### src/rtl/fevd_pkg.sv
// Package for the frame energy voice detector: item types, register indexes,
// controller command/status structs and sizing constants.
// No dependencies; imported by every module of the block.
package fevd_pkg;

  // Sizing
  localparam int MAX_FRAME_LEN = 4096;
  localparam int COUNT_BITS    = 16;
  localparam int POS_W         = $clog2(MAX_FRAME_LEN);
  localparam int LEN_W         = $clog2(MAX_FRAME_LEN + 1);

  // Fixed field widths
  localparam int SAMPLE_W   = 16;
  localparam int COEF_W     = 16;
  localparam int COEF_IDX_W = 12;
  localparam int FLEN_W     = 13;
  localparam int THR_W      = 63;
  localparam int PCT_W      = 15;
  localparam int OUT_CNT_W  = 16;
  localparam int CFG_IDX_W  = 2;
  localparam int CFG_DATA_W = 63;

  // Arithmetic widths: square is Q1.30, product Q1.46, sum held in 64 bits
  localparam int SQ_W   = 2 * SAMPLE_W - 1;
  localparam int PROD_W = SQ_W + COEF_W;
  localparam int SUM_W  = 64;

  // Voiced share scale: 100 percent in 1/256 percent units
  localparam int PCT_SCALE = 25600;
  localparam int NUM_W     = COUNT_BITS + PCT_W;

  // Register reset values
  localparam logic [FLEN_W-1:0] FRAME_LEN_RST = FLEN_W'(1103);
  localparam logic [PCT_W-1:0]  VPT_RST       = PCT_W'(12800);

  // Configuration register indexes
  typedef enum logic [CFG_IDX_W-1:0] {
    REG_FRAME_LENGTH     = 2'd0,
    REG_ENERGY_THRESHOLD = 2'd1,
    REG_VOICE_PCT_THR    = 2'd2
  } cfg_reg_t;

  // Input op codes
  localparam logic OP_SAMPLE    = 1'b0;
  localparam logic OP_COEF_WRITE = 1'b1;

  typedef struct packed {
    logic                       op;
    logic signed [SAMPLE_W-1:0] sample;
    logic                       end_of_recording;
    logic [COEF_IDX_W-1:0]      coef_index;
    logic [COEF_W-1:0]          coef_value;
  } in_item_t;

  typedef struct packed {
    logic                 frame_done;
    logic                 frame_low;
    logic                 report_valid;
    logic [OUT_CNT_W-1:0] frame_total;
    logic [OUT_CNT_W-1:0] low_frames;
    logic [OUT_CNT_W-1:0] voiced_frames;
    logic [PCT_W-1:0]     voiced_percent;
    logic                 voiced_verdict;
  } out_item_t;

  // Controller to datapath commands
  typedef struct packed {
    logic capture;
    logic coef_wr;
    logic mul;
    logic acc;
    logic fin;
    logic out_frame;
    logic rep_mul;
    logic rep_init;
    logic div_step;
    logic rep_out;
  } ctrl_cmd_t;

  // Datapath to controller status
  typedef struct packed {
    logic frame_end;
    logic eor;
    logic out_free;
    logic div_last;
  } ctrl_stat_t;

endpackage

### src/rtl/fevd_ctrl.sv
// Controller state machine for the frame energy voice detector.
// Sequences sample, frame close and report steps; depends on fevd_pkg.
module fevd_ctrl (
  input  logic                clk,
  input  logic                rst_n,
  input  logic                in_valid,
  input  logic                in_op,
  output logic                in_stall,
  input  fevd_pkg::ctrl_stat_t stat,
  output fevd_pkg::ctrl_cmd_t  cmd
);
  import fevd_pkg::*;

  typedef enum logic [7:0] {
    S_IDLE = 8'b0000_0001,
    S_MUL  = 8'b0000_0010,
    S_ACC  = 8'b0000_0100,
    S_FIN  = 8'b0000_1000,
    S_RMUL = 8'b0001_0000,
    S_RINI = 8'b0010_0000,
    S_DIV  = 8'b0100_0000,
    S_ROUT = 8'b1000_0000
  } state_t;

  state_t state_r, state_nxt;

  // Take an item only when idle
  assign in_stall = (state_r != S_IDLE);

  // Next state and commands
  always_comb begin
    state_nxt = state_r;
    cmd       = '0;
    case (state_r)
      S_IDLE: begin
        if (in_valid) begin
          if (in_op == OP_COEF_WRITE) begin
            cmd.coef_wr = 1'b1;
          end else begin
            cmd.capture = 1'b1;
            state_nxt   = S_MUL;
          end
        end
      end
      S_MUL: begin
        cmd.mul   = 1'b1;
        state_nxt = S_ACC;
      end
      S_ACC: begin
        cmd.acc   = 1'b1;
        state_nxt = S_FIN;
      end
      S_FIN: begin
        if (stat.eor) begin
          cmd.fin   = 1'b1;
          state_nxt = S_RMUL;
        end else if (!stat.frame_end) begin
          cmd.fin   = 1'b1;
          state_nxt = S_IDLE;
        end else if (stat.out_free) begin
          cmd.fin       = 1'b1;
          cmd.out_frame = 1'b1;
          state_nxt     = S_IDLE;
        end
      end
      S_RMUL: begin
        cmd.rep_mul = 1'b1;
        state_nxt   = S_RINI;
      end
      S_RINI: begin
        cmd.rep_init = 1'b1;
        state_nxt    = S_DIV;
      end
      S_DIV: begin
        cmd.div_step = 1'b1;
        if (stat.div_last) begin
          state_nxt = S_ROUT;
        end
      end
      S_ROUT: begin
        if (stat.out_free) begin
          cmd.rep_out = 1'b1;
          state_nxt   = S_IDLE;
        end
      end
      default: begin
        state_nxt = S_IDLE;
      end
    endcase
  end

  // Advance state
  always_ff @(posedge clk) begin
    if (!rst_n) begin
      state_r <= S_IDLE;
    end else begin
      state_r <= state_nxt;
    end
  end

endmodule

### config.mk
export PLATFORM = sky130hd
export DESIGN_NAME = fevd_ctrl
export DESIGN_NICKNAME = d
export VERILOG_FILES = /design/src/rtl/fevd_pkg.sv /design/src/rtl/fevd_ctrl.sv
export SDC_FILE = /design/constraint.sdc
export NUM_CORES = 1
export LEC_CHECK = 0
export BUFFER_PORTS_ARGS = -buffer_cell sky130_fd_sc_hd__buf_2
export CAP_MARGIN = 20
export CORE_AREA = 2 2 39 41
export CTS_BUF_LIST = sky130_fd_sc_hd__clkbuf_8
export DETAILED_ROUTE_END_ITERATION = 12
export DIE_AREA = 0 0 41 43
export PLACE_DENSITY = 0.63
export SYNTH_ARGS = -nofsm -noshare
export SYNTH_HDL_FRONTEND = slang
export SYNTH_SLANG_ARGS = --single-unit
export TNS_END_PERCENT = 100
### constraint.sdc
create_clock -name clk -period 4.68 [get_ports clk]
set_input_delay 0.234 -clock clk [delete_from_list [all_inputs] [get_ports clk]]
set_output_delay 0.234 -clock clk [all_outputs]
set_load 0.01 [all_outputs]
======== Word-level counts from Yosys, hierarchy flattened ========
Index checks and enable logic that the tools add are counted.
W data, S select, Z words.
operators by class
  add/sub/neg operators ................... 0
  multiply operators ...................... 0
  divide/modulo/power cells ............... 0
  $lt $le $gt $ge ......................... 0
  eq/ne operators ......................... 12
  shift-type cells ........................ 0
  mux-type cells .......................... 24
  bitwise logic cells ..................... 0
  reduce and logical (&&, ||, !) cells .... 1
operator list
  cell                  number
  $pmux W8 S8           1
  $mux W8               6
  $mux W1               13
  $eq A8 B1 Y1 const B  1
  $eq A8 B2 Y1 const B  1
  $eq A8 B3 Y1 const B  1
  $eq A8 B4 Y1 const B  1
  $eq A8 B5 Y1 const B  1
  $eq A8 B6 Y1 const B  1
  $eq A8 B7 Y1 const B  1
  $eq A8 B8 Y1 const B  1
  $mux W2               4
  $ne A8 B1 Y1 const B  1
  $ne A2 B2 Y1 const B  3
  $reduce_and A3 Y1     1
word-level totals
  flip-flop bits (word level) ............. 8
  latch bits .............................. 0
  bits in writable memories ............... 0
  bits in read-only memories .............. 0
  input bits .............................. 8
  output and inout port bits .............. 11
  logic and storage cells ................. 38
  memories kept ........................... 0

======== Longest topological paths before layout ========
Gate-level depths: netlist of the first run.
  depth after elaboration ................. 4
  depth in mapped cells ................... 5
  mapped depth without buffers ............ 4

======== Worst setup path after synthesis of the first run ========
OpenSTA, ideal clock, no wires.
  kind .................................... register to output
  start point ............................. register state_r[4]
  end point ............................... output cmd[1] (netlist bit)
  arrival time ............................ 1.559 ns
  required time ........................... 4.446 ns
  path slack .............................. 2.887 ns
  cell stages (with the launch flop) ...... 4
  buffers on the path ..................... 0
  cell sequence ........................... dfxtp_1 > or4_4 > or3_4 > nor3b_1
RTL lines
  element                 RTL line         RTL
  from (decl)             fevd_ctrl.sv:25  state_t state_r, state_nxt;
  from (signal assigned)  fevd_ctrl.sv:97  state_r <= state_nxt;
  to (decl)               fevd_ctrl.sv:10  output fevd_pkg::ctrl_cmd_t cmd

==> results of run 1 <==
## worst max-delay path by stage
stage	to	slack, ns	cells after the start
floorplan	cmd[1]	2.89	3
finish	cmd[1]	2.60	4
global route	cmd[1]	2.45	4
detailed placement	cmd[1]	2.85	4
CTS	cmd[1]	2.60	4
global placement	cmd[1]	2.87	4
## critical path, delay by kind of cell, from the launching register on
family,cells,cell delay (ns)
AND/OR/NAND/NOR,3,1.13
flip-flops,1,0.34
buffers and inverters,1,0.16
## cells by family after synthesis
group / synth area share
compound gates: 0.111
buf+inv: 0.0687
simple gates: 0.500
flops: 0.303
xor+xnor: 0.0166
## cell type report
type	count	area share
clock buffer	3	0.0627
inverter	4	0.0228
multi-input combinational	48	0.504
sequential	8	0.243
tap	16	0.0304
timing repair buffer	18	0.137
## per-stage QoR
step	cell area, um2	hold WS, ns	power (uW)	util	worst slack, ns
floorplan	528	0.352	85.9	-	2.89
global placement	617	0.529	94.9	0.446	2.87
detailed placement	617	0.524	95.0	0.446	2.85
CTS	658	0.288	180	0.476	2.60
global route	658	0.303	187	0.476	2.45
finish	658	0.290	179	0.476	2.60
## layer usage
metal  up-vias  global-route usage  part of all wire
met5         -                   0                 0
met4         0               0.100             0.028
met3         5              0.0314             0.047
met2        19               0.256              0.46
met1       253               0.239              0.47
li1        271                   -                 -
## cells in the mapped netlist
cell	count	area, um2
sky130_fd_sc_hd__nor2b_1	1	6.26
sky130_fd_sc_hd__o21a_1	2	15.0
sky130_fd_sc_hd__nand3b_1	1	7.51
sky130_fd_sc_hd__o22ai_1	1	6.26
sky130_fd_sc_hd__and3_1	2	12.5
sky130_fd_sc_hd__nor4b_2	1	15.0
sky130_fd_sc_hd__buf_6	1	11.3
sky130_fd_sc_hd__a21oi_1	1	5.00
sky130_fd_sc_hd__o211ai_1	1	7.51
sky130_fd_sc_hd__and4b_2	3	33.8
sky130_fd_sc_hd__nand4_1	1	6.26
sky130_fd_sc_hd__nor4_1	2	12.5
sky130_fd_sc_hd__and2_1	2	12.5
sky130_fd_sc_hd__or3_4	1	11.3
sky130_fd_sc_hd__and4b_1	3	30.0
sky130_fd_sc_hd__nor3b_1	3	22.5
sky130_fd_sc_hd__buf_2	1	5.00
sky130_fd_sc_hd__or4_4	1	11.3
sky130_fd_sc_hd__a31oi_1	1	6.26
sky130_fd_sc_hd__inv_1	4	15.0
sky130_fd_sc_hd__clkbuf_2	1	5.00
sky130_fd_sc_hd__xor2_1	1	8.76
sky130_fd_sc_hd__nand2_1	2	7.51
sky130_fd_sc_hd__or3b_2	1	8.76
sky130_fd_sc_hd__nand2b_1	1	6.26
sky130_fd_sc_hd__o21ai_0	2	10.0
sky130_fd_sc_hd__nor3_1	6	30.0
sky130_fd_sc_hd__or4_1	1	7.51
sky130_fd_sc_hd__a221oi_1	1	8.76
sky130_fd_sc_hd__dfxtp_1	8	160
sky130_fd_sc_hd__nor2_1	6	22.5
## power groups by stage
| stage | logic, uW | registers, uW | clock network, uW |
|---|---|---|---|
| final | 22.2 | 71.9 | 84.6 |
| after global routing | 24.7 | 72.0 | 90.3 |
| after CTS | 22.3 | 71.7 | 85.7 |
| after detailed placement | 22.0 | 72.9 | 0 |
| after global placement | 22.0 | 72.9 | 0 |
| after floorplan | 13.6 | 72.3 | 0 |
==> qor.log, run 1 <==
[run_status] run status complete, no violations
[sta] achievable clock frequency 0.480 GHz
[setup_path] reg-to-reg critical path endpoint state_r[6]
[global_routing] global-route usage over all layers 0.178
[setup_path] Slowest-stage cell, CP sky130_fd_sc_hd__or4_4
[placed_design] cell count after placement 94
[sta] sum of negative setup slack 0 ns
[detailed_routing] routed vias 548
[sta] post-route clock period utilization 0.445
[power] IR Drop Worst-Case VDD 0.177 mV
[yosys] synthesized instance count 63
[clock_tree] clk buf depth 2
[layout] Biggest register state_r
[sta] remaining max-slew budget at the tightest pin 0.632
[layout] fill cell instance count of the final layout 144
[min_path] type of the worst min-delay path input pin to flip-flop
[yosys] Post-Syn Area per Cell 8.38 um2
[layout] registers with the most flip-flops state_r (8)
[layout] most frequent cells in the layout sky130_fd_sc_hd__buf_2, sky130_fd_sc_hd__dfxtp_1, sky130_fd_sc_hd__nor2_1, sky130_fd_sc_hd__nor3_1, sky130_fd_sc_hd__inv_1
[die] site row count 14
[setup_path] Worst setup startpoint state_r[4]
[die] boundary pin count 19
[yosys] portion of the post-synthesis area used by sequential elements 0.303
[power] Cell Int Power 136 uW
[detailed_routing] vias per cell 5.65
[setup_path] delay contributed by the slowest stage of the critical path 0.58 ns
[die] die outline area 1760 um2
[detailed_routing] residual DRC count 0
[placed_design] GP Congestion 0.709
[clock_tree] Worst-path clk slew 0.04 ns
[clock_tree] number of gates resized after CTS 0
[setup_path] Critical Path Source Type flip-flop
[yosys] Net Count, Synth 71
[power] Switching Share 0.237
[detailed_routing] first-iteration detailed-routing DRC count 14
[layout] growth of design area from synthesis to finish 24.6%
[clock_tree] clock tree from TritonCTS yes
[power] reported net switching power 42.4 uW
[setup_path] endpoint arrival time on the critical path 1.85 ns
[die] DIE HEIGHT 43 um
[min_path] count of cells along the worst hold path 2
[setup_path] Critical Path RT 4.45 ns
[layout] max FFs per register 8
[setup_path] ordered list of cells on the worst path or4_4 > or3_4 > nor3b_1 > buf_2
[sta] largest clock skew in the final design 0.00395 ns
[die] Die Width 41 um
[layout] net total in the final layout 91
[sta] worst-margin pin slew 0.547 ns
[yosys] count of different cell masters after synthesis 31
[placed_design] number of input and output port buffers inserted 18
[clock_tree] number of buffers added for setup after CTS 0
[yosys] post-synthesis register bit count 8
[flow_run] max-cap violations 0
[layout] final antenna diode count 0
[sta] endpoints failing hold 0
[setup_path] flop-to-flop setup slack 2.99 ns
[setup_path] Crit. End Element output port
[setup_path] worst r2r src state_r[4]
[global_routing] global-route wire length before repair 2150 um
[setup_path] cell depth of the worst flop-to-flop path 4
[power] Seq pwr share 0.402
[clock_tree] hold_buf cts 0
[sta] shortest period the worst path allows 2.08 ns
[setup_path] largest fanout on the critical path 6
[sta] Slew Viols, Final 0
[clock_tree] clock buffers created by TritonCTS 3
[min_path] launch point of the worst hold path rst_n
[layout] share of post-route cells with drive strength above 1 0.346
[setup_path] WS Path Type flip-flop to output port
[power] power share of the clock group 0.473
[clock_tree] H-tree levels 1
[global_routing] antenna violations before repair 0
[detailed_routing] number of nets still failing antenna checks after routing 0
[clock_tree] clock root buffer master sky130_fd_sc_hd__clkbuf_8
[layout] most common library cell in the layout ignoring fill and taps sky130_fd_sc_hd__buf_2
[global_routing] largest net degree at the start of global routing 11
[sta] number of failing setup endpoints in the final timing report 0
[power] power share of the combinational group 0.124
[global_routing] overflow left after global routing 0
[global_routing] number of global-route vias before repair 488
[detailed_routing] Total Routed Length 1230 um
[layout] total area of multi-input combinational cells 332 um2
[sta] unrepaired setup endpoints after global routing false
[clock_tree] number of sinks driven by the clock tree 8
[min_path] Worst Hold Endpoint state_r[3]
[power] Cell Pwr Density 271 nW/um2
[power] leakage power total 0.000294 uW
[clock_tree] clock latency of the later-clocked register in the worst-skew pair 0.23 ns
[layout] final std cells w/o fill 97
[detailed_routing] number of detailed-route iterations in the first pass 4
[die] starting density of the core 0.382
[die] placeable core region 1380 um2
[yosys] Yosys warnings 0
[layout] register cell area after layout 160 um2
[placed_design] sum of net half-perimeters after detailed placement 921 um
[yosys] post-synthesis cell area 528 um2
[detailed_routing] Avg WL per Cell 12.6 um
No activity file was read; power rests on OpenSTA's default activity.
==> inputs of run 2 (changes only) <==
- PLACE_DENSITY: 0.63 -> 0.66
- clock period: 4.68 -> 1.7 ns (I/O delays scaled with it)
==> run 2 against run 1 <==
Effect of this change:
- the run now ends with negative setup slack left
- via count up 7.1%
- critical endpoint unchanged
- register-to-register slack worse by 3.0 ns
- count of clock-buffer cells in the layout unchanged
- critical path type unchanged
- flip-flop and latch count unchanged
- largest power group unchanged
- global-route usage up 1.7 points
- largest cell class unchanged
- cell area up 23%
- first-iteration DRC count down 21%
- sequential share of layout area down 4.4 points
- sequential power rose to 2.7 times the previous value
==> qor.log, run 2 (same netlist as run 1, synthesis figures left out) <==
[run_status] run status finished, violations left [was complete, no violations]
[run_status] violations in the final reports negative setup slack
[sta] final worst-path setup slack -0.121 ns [was 2.60 ns]
[layout] share of post-route cells with drive strength above 1 0.500 [was 0.346]
[placed_design] sum of net half-perimeters after detailed placement 1080 um [was 921 um]
[detailed_routing] routed vias 587 [was 548]
[placed_design] cell count after placement 102 [was 94]
[global_routing] global-route wire length before repair 2330 um [was 2150 um]
[global_routing] largest net degree at the start of global routing 10 [was 11]
[setup_path] cell depth of the worst flop-to-flop path 5 [was 4]
[die] die outline area 1760 um2 [unchanged]
[clock_tree] clock buffers created by TritonCTS 3 [unchanged]
[sta] worst-margin pin slew 0.317 ns [was 0.547 ns]
[clock_tree] number of sinks driven by the clock tree 8 [unchanged]
[sta] remaining max-slew budget at the tightest pin 0.786 [was 0.632]
[placed_design] GP Congestion 0.771 [was 0.709]
[clock_tree] clock latency of the later-clocked register in the worst-skew pair 0.23 ns [about the same]
[detailed_routing] residual DRC count 0 [unchanged]
[global_routing] antenna violations before repair 0 [unchanged]
[layout] net total in the final layout 102 [was 91]
[layout] Biggest register state_r [unchanged]
[sta] largest clock skew in the final design 0.00735 ns [was 0.00395 ns]
[layout] fill cell instance count of the final layout 125 [was 144]
[sta] shortest period the worst path allows 1.82 ns
[setup_path] Critical Path Source Type flip-flop [unchanged]
[setup_path] WS Path Type flip-flop to output port [unchanged]
[layout] most common library cell in the layout ignoring fill and taps sky130_fd_sc_hd__buf_2 [unchanged]
[power] Cell Pwr Density 635 nW/um2 [was 271 nW/um2]
[detailed_routing] number of detailed-route iterations in the first pass 4 [unchanged]
[global_routing] number of global-route vias before repair 541 [was 488]
[die] boundary pin count 19 [unchanged]
[min_path] count of cells along the worst hold path 2 [unchanged]
[layout] most frequent cells in the layout sky130_fd_sc_hd__buf_2, sky130_fd_sc_hd__buf_4, sky130_fd_sc_hd__dfxtp_1, sky130_fd_sc_hd__nor2_1 [was sky130_fd_sc_hd__buf_2, sky130_fd_sc_hd__dfxtp_1, sky130_fd_sc_hd__nor2_1, sky130_fd_sc_hd__nor3_1, sky130_fd_sc_hd__inv_1]
[detailed_routing] Avg WL per Cell 13.8 um [was 12.6 um]
[min_path] type of the worst min-delay path input pin to flip-flop [unchanged]
[placed_design] number of input and output port buffers inserted 18 [unchanged]
[clock_tree] H-tree levels 1 [unchanged]
[die] placeable core region 1380 um2 [unchanged]
[setup_path] Worst setup startpoint state_r[4] [unchanged]
[setup_path] largest fanout on the critical path 3 [was 6]
[layout] growth of design area from synthesis to finish 53.3% [was 24.6%]
[layout] final std cells w/o fill 108 [was 97]
[clock_tree] clk buf depth 2 [unchanged]
[power] IR Drop Worst-Case VDD 0.364 mV [was 0.177 mV]
[clock_tree] clock root buffer master sky130_fd_sc_hd__clkbuf_8 [unchanged]
[sta] number of failing setup endpoints in the final timing report 4 [was 0]
[sta] Slew Viols, Final 0 [unchanged]
[sta] unrepaired setup endpoints after global routing true [was false]
[clock_tree] hold_buf cts 0 [unchanged]
[die] starting density of the core 0.382 [unchanged]
[layout] register cell area after layout 161 um2 [was 160 um2]
[sta] endpoints failing hold 0 [unchanged]
[die] site row count 14 [unchanged]
[setup_path] capture point of the critical path cmd[1] [unchanged]
[layout] max FFs per register 8 [unchanged]
[detailed_routing] vias per cell 5.44 [was 5.65]
[layout] registers with the most flip-flops state_r (8) [unchanged]
[clock_tree] clock tree from TritonCTS yes [unchanged]
[detailed_routing] Total Routed Length 1490 um [was 1230 um]
[layout] final antenna diode count 0 [unchanged]
[setup_path] worst r2r src state_r[4] [unchanged]
[setup_path] reg-to-reg critical path endpoint state_r[6] [unchanged]
[setup_path] Critical Path RT 1.62 ns [was 4.45 ns]
[die] DIE HEIGHT 43 um [unchanged]
[setup_path] flop-to-flop setup slack -0.04 ns [was 2.99 ns]
[die] Die Width 41 um [unchanged]
[global_routing] global-route usage over all layers 0.195 [was 0.178]
[flow_run] max-cap violations 0 [unchanged]
[sta] post-route clock period utilization 1.07
[layout] total area of multi-input combinational cells 385 um2 [was 332 um2]
[sta] achievable clock frequency 0.549 GHz
[setup_path] Crit. End Element output port [unchanged]
[placed_design] post-placement setup slack 0.0753 ns [was 2.85 ns]
[setup_path] endpoint arrival time on the critical path 1.74 ns [was 1.85 ns]
[clock_tree] Worst-path clk slew 0.04 ns [about the same]
[detailed_routing] number of nets still failing antenna checks after routing 0 [unchanged]
[power] leakage power total 0.000364 uW [was 0.000294 uW]
[global_routing] overflow left after global routing 0 [unchanged]
[detailed_routing] first-iteration detailed-routing DRC count 11 [was 14]
run 2: final cells by class:
cell class,instances,area share
multi-input cells,48,0.476
repair buffers,29,0.230
flip-flops and latches,8,0.199
clock buffers,3,0.0510
well taps,16,0.0247
inverters,4,0.0185
run 2: layer usage:
layer,vias up,part of all wire,global-route usage
met5,-,0,0
met2,16,0.49,0.291
met4,0,0,0.0800
li1,297,-,-
met1,274,0.46,0.258
met3,0,0.041,0.0471
run 2: worst max-delay path: stages, from the launching register on:
cell and delay [ns]:
sky130_fd_sc_hd__dfxtp_2 0.32, sky130_fd_sc_hd__or4_4 0.54, sky130_fd_sc_hd__or3_4 0.37, sky130_fd_sc_hd__nor3b_2 0.15
sky130_fd_sc_hd__buf_2 0.14
run 2: how the worst min path moves through the flow:
stage | start | end | slack (ns)
4_1_cts | stat[2] | state_r[4] | 0.12
5_1_grt | rst_n | state_r[6] | 0.14
6_report | stat[2] | state_r[4] | 0.14
3_5_place_dp | stat[2] | state_r[4] | 0.37
3_3_place_gp | stat[2] | state_r[4] | 0.38
2_1_floorplan | rst_n | state_r[3] | 0.20
run 2: per-stage QoR:
stage / instance area (um2) / power, uW / TNS, ns / utilization / hold WS, ns
3_5_place_dp: 677 / 271 / 0 / 0.489 / 0.365
4_1_cts: 788 / 524 / -0.554 / 0.570 / 0.122
5_1_grt: 810 / 538 / -0.590 / 0.585 / 0.143
6_report: 810 / 514 / -0.363 / 0.585 / 0.143
3_3_place_gp: 677 / 269 / 0 / 0.489 / 0.382
2_1_floorplan: 528 / 236 / 0 / - / 0.203
run 2: report_power, final:
part / switching (uW) / internal (uW) / total [uW]
sequential: 3.03 / 192 / 195
clock: 74.8 / 153 / 228
combinational: 45.7 / 45.0 / 90.8
run 2: repair_timing:
item / CTS / global route
setup endpoints to repair: 7 / 9
endpoints found under the hold margin: 0 / 0
setup buffers: 3 / 2
resized for setup: 9 / 6
pin swaps: 6 / 6
==> inputs of run 3 (changes only) <==
- HOLD_SLACK_MARGIN: unset -> 0.05
- PLACE_DENSITY: 0.66 -> 0.76
==> run 3 against run 2 <==
Effect of this change:
- the flow still finishes with violations (negative setup slack)
- count of clock-buffer cells in the layout did not move
- maximum frequency fell by 1.4%
- worst hold slack improved by 0.011 ns
- wire length rose by 2.7%
- power fell by 1.7%
- cell area fell by 4.2%
- clock power barely moved
- flip-flop and latch count did not move
==> qor.log, run 3 (same netlist as run 1, synthesis figures left out) <==
[run_status] run status finished, violations left [unchanged]
[run_status] violations in the final reports negative setup slack [unchanged]
[clock_tree] clock root buffer master sky130_fd_sc_hd__clkbuf_8 [unchanged]
[sta] unrepaired setup endpoints after global routing true [unchanged]
[power] IR Drop Worst-Case VDD 0.310 mV [was 0.364 mV]
[min_path] type of the worst min-delay path input pin to flip-flop [unchanged]
[placed_design] sum of net half-perimeters after detailed placement 1020 um [was 1080 um]
[detailed_routing] number of detailed-route iterations in the first pass 4 [unchanged]
[setup_path] WS Path Type flip-flop to output port [unchanged]
[setup_path] endpoint arrival time on the critical path 1.76 ns [was 1.74 ns]
[sta] Slew Viols, Final 0 [unchanged]
[clock_tree] clock buffers created by TritonCTS 3 [unchanged]
[clock_tree] H-tree levels 1 [unchanged]
[setup_path] largest fanout on the critical path 3 [unchanged]
[detailed_routing] Total Routed Length 1540 um [was 1490 um]
[setup_path] Crit. End Element output port [unchanged]
[die] DIE HEIGHT 43 um [unchanged]
[sta] achievable clock frequency 0.541 GHz [was 0.549 GHz]
[layout] most common library cell in the layout ignoring fill and taps sky130_fd_sc_hd__buf_2 [unchanged]
[clock_tree] Worst-path clk slew 0.04 ns [about the same]
[layout] Biggest register state_r [unchanged]
[die] die outline area 1760 um2 [unchanged]
[setup_path] Critical Path RT 1.62 ns [about the same]
[layout] final antenna diode count 0 [unchanged]
[sta] endpoints failing hold 0 [unchanged]
[sta] largest clock skew in the final design 0.00191 ns [was 0.00735 ns]
[global_routing] overflow left after global routing 0 [unchanged]
[die] site row count 14 [unchanged]
[setup_path] CP top delay family simple AND/OR/NAND/NOR gates [unchanged]
[clock_tree] clock tree from TritonCTS yes [unchanged]
[setup_path] delay contributed by the slowest stage of the critical path 0.54 ns [about the same]
[detailed_routing] residual DRC count 0 [unchanged]
[global_routing] global-route usage over all layers 0.202 [was 0.195]
[sta] shortest period the worst path allows 1.85 ns [was 1.82 ns]
[setup_path] ordered list of cells on the worst path or4_4 > or3_4 > nor3b_2 > buf_2 [unchanged]
[detailed_routing] number of nets still failing antenna checks after routing 0 [unchanged]
[die] boundary pin count 19 [unchanged]
[detailed_routing] vias per cell 5.64 [was 5.44]
[sta] number of failing setup endpoints in the final timing report 4 [unchanged]
[global_routing] number of global-route vias before repair 548 [was 541]
[global_routing] global-route wire length before repair 2340 um [was 2330 um]
[global_routing] largest net degree at the start of global routing 10 [unchanged]
[power] leakage power total 0.000354 uW [was 0.000364 uW]
[layout] fill cell instance count of the final layout 133 [was 125]
[sta] final worst hold slack 0.154 ns [was 0.143 ns]
[clock_tree] number of sinks driven by the clock tree 8 [unchanged]
[setup_path] Slowest-stage cell, CP sky130_fd_sc_hd__or4_4 [unchanged]
[die] Die Width 41 um [unchanged]
[detailed_routing] Avg WL per Cell 14.3 um [was 13.8 um]
[placed_design] number of input and output port buffers inserted 18 [unchanged]
[sta] worst-margin pin slew 0.293 ns [was 0.317 ns]
[setup_path] critical path buffer and inverter count 1 [unchanged]
[layout] net total in the final layout 101 [was 102]
[clock_tree] clk buf depth 2 [unchanged]
[setup_path] Critical Path Source Type flip-flop [unchanged]
[global_routing] antenna violations before repair 0 [unchanged]
[sta] post-route clock period utilization 1.09 [was 1.07]
[sta] sum of negative setup slack -0.339 ns [was -0.363 ns]
[flow_run] max-cap violations 0 [unchanged]
[placed_design] GP Congestion 0.776 [was 0.771]
[layout] most frequent cells in the layout sky130_fd_sc_hd__buf_2, sky130_fd_sc_hd__buf_4, sky130_fd_sc_hd__dfxtp_1, sky130_fd_sc_hd__nor2_1 [unchanged]
[clock_tree] hold_buf cts 0 [unchanged]
[layout] share of post-route cells with drive strength above 1 0.484 [was 0.500]
[sta] remaining max-slew budget at the tightest pin 0.803 [was 0.786]
[layout] registers with the most flip-flops state_r (8) [unchanged]
[detailed_routing] routed vias 604 [was 587]
[layout] final core occ 0.561 [was 0.585]
[die] placeable core region 1380 um2 [unchanged]
[sta] final worst-path setup slack -0.147 ns [was -0.121 ns]
[layout] growth of design area from synthesis to finish 46.9% [was 53.3%]
[power] total power 505 uW [was 514 uW]
[clock_tree] clock latency of the later-clocked register in the worst-skew pair 0.23 ns [about the same]
[layout] max FFs per register 8 [unchanged]
[power] Cell Pwr Density 652 nW/um2 [was 635 nW/um2]
[die] starting density of the core 0.382 [unchanged]
[detailed_routing] first-iteration detailed-routing DRC count 12 [was 11]
==> run 3: changes by cell type in the layout (fill, tap and decap cells not counted), sizes merged <==
cell  change
buf       -1
==> run 3: power by group <==
group | leakage, uW | internal (uW) | switching [uW]
combinational | 0.000267 | 40.4 | 40.3
sequential | 0.0000653 | 192 | 4.69
clock | 0.0000216 | 153 | 74.3
==> run 3: path summary, 6_finish.rpt <==
| path | startpoint | to | slack [ns] | depth (start not counted) |
|---|---|---|---|---|
| setup / recovery | state_r[4] | cmd[1] | -0.15 | 4 |
| hold / removal | rst_n | state_r[6] | 0.15 | 2 |
| hold reg to reg | state_r[6] | state_r[7] | 0.71 | 3 |
| setup reg to reg | state_r[4] | state_r[6] | -0.06 | 5 |
==> run 3: what timing repair did <==
item,CTS,global route
buffers inserted,2,1
pin swaps,2,3
endpoints found under the hold margin,0,0
gates resized for setup,7,2
setup endpoints to repair,6,8
==> run 3: area by class of cell <==
class | count | area [um2] | share of cell area
well taps | 16 | 20.0 | 0.0258
flip-flops and latches | 8 | 161 | 0.208
multi-input cells | 48 | 369 | 0.476
clock buffers | 3 | 41.3 | 0.0532
inverters | 4 | 15.0 | 0.0194
repair buffers | 28 | 169 | 0.218
==> run 3: routing by layer <==
layer / routed length [um] / vias to the layer above / GRT usage / share of wire
li1: - / 300 / - / -
met1: 650 / 286 / 0.223 / 0.42
met2: 792 / 13 / 0.328 / 0.52
met3: 46 / 5 / 0.0314 / 0.030
met4: 46 / 0 / 0.140 / 0.030
met5: 0 / - / 0 / 0
==> run 3: stage by stage <==
| step | instance area, um2 | cells | setup WS [ns] |
|---|---|---|---|
| after CTS | 758 | 106 | -0.134 |
| after global routing | 776 | 107 | -0.183 |
| after detailed placement | 669 | 101 | 0.0858 |
| after floorplan | 528 | 63 | 0.0558 |
| final | 776 | 107 | -0.147 |
| after global placement | 669 | 101 | 0.115 |
==> run 3: worst reg2reg max path: stages (launching register included) <==
cell and delay (ns):
sky130_fd_sc_hd__dfxtp_2 0.31, sky130_fd_sc_hd__or4_4 0.54, sky130_fd_sc_hd__or3_4 0.37, sky130_fd_sc_hd__buf_4 0.16
sky130_fd_sc_hd__nor4b_2 0.20, sky130_fd_sc_hd__o21a_1 0.13
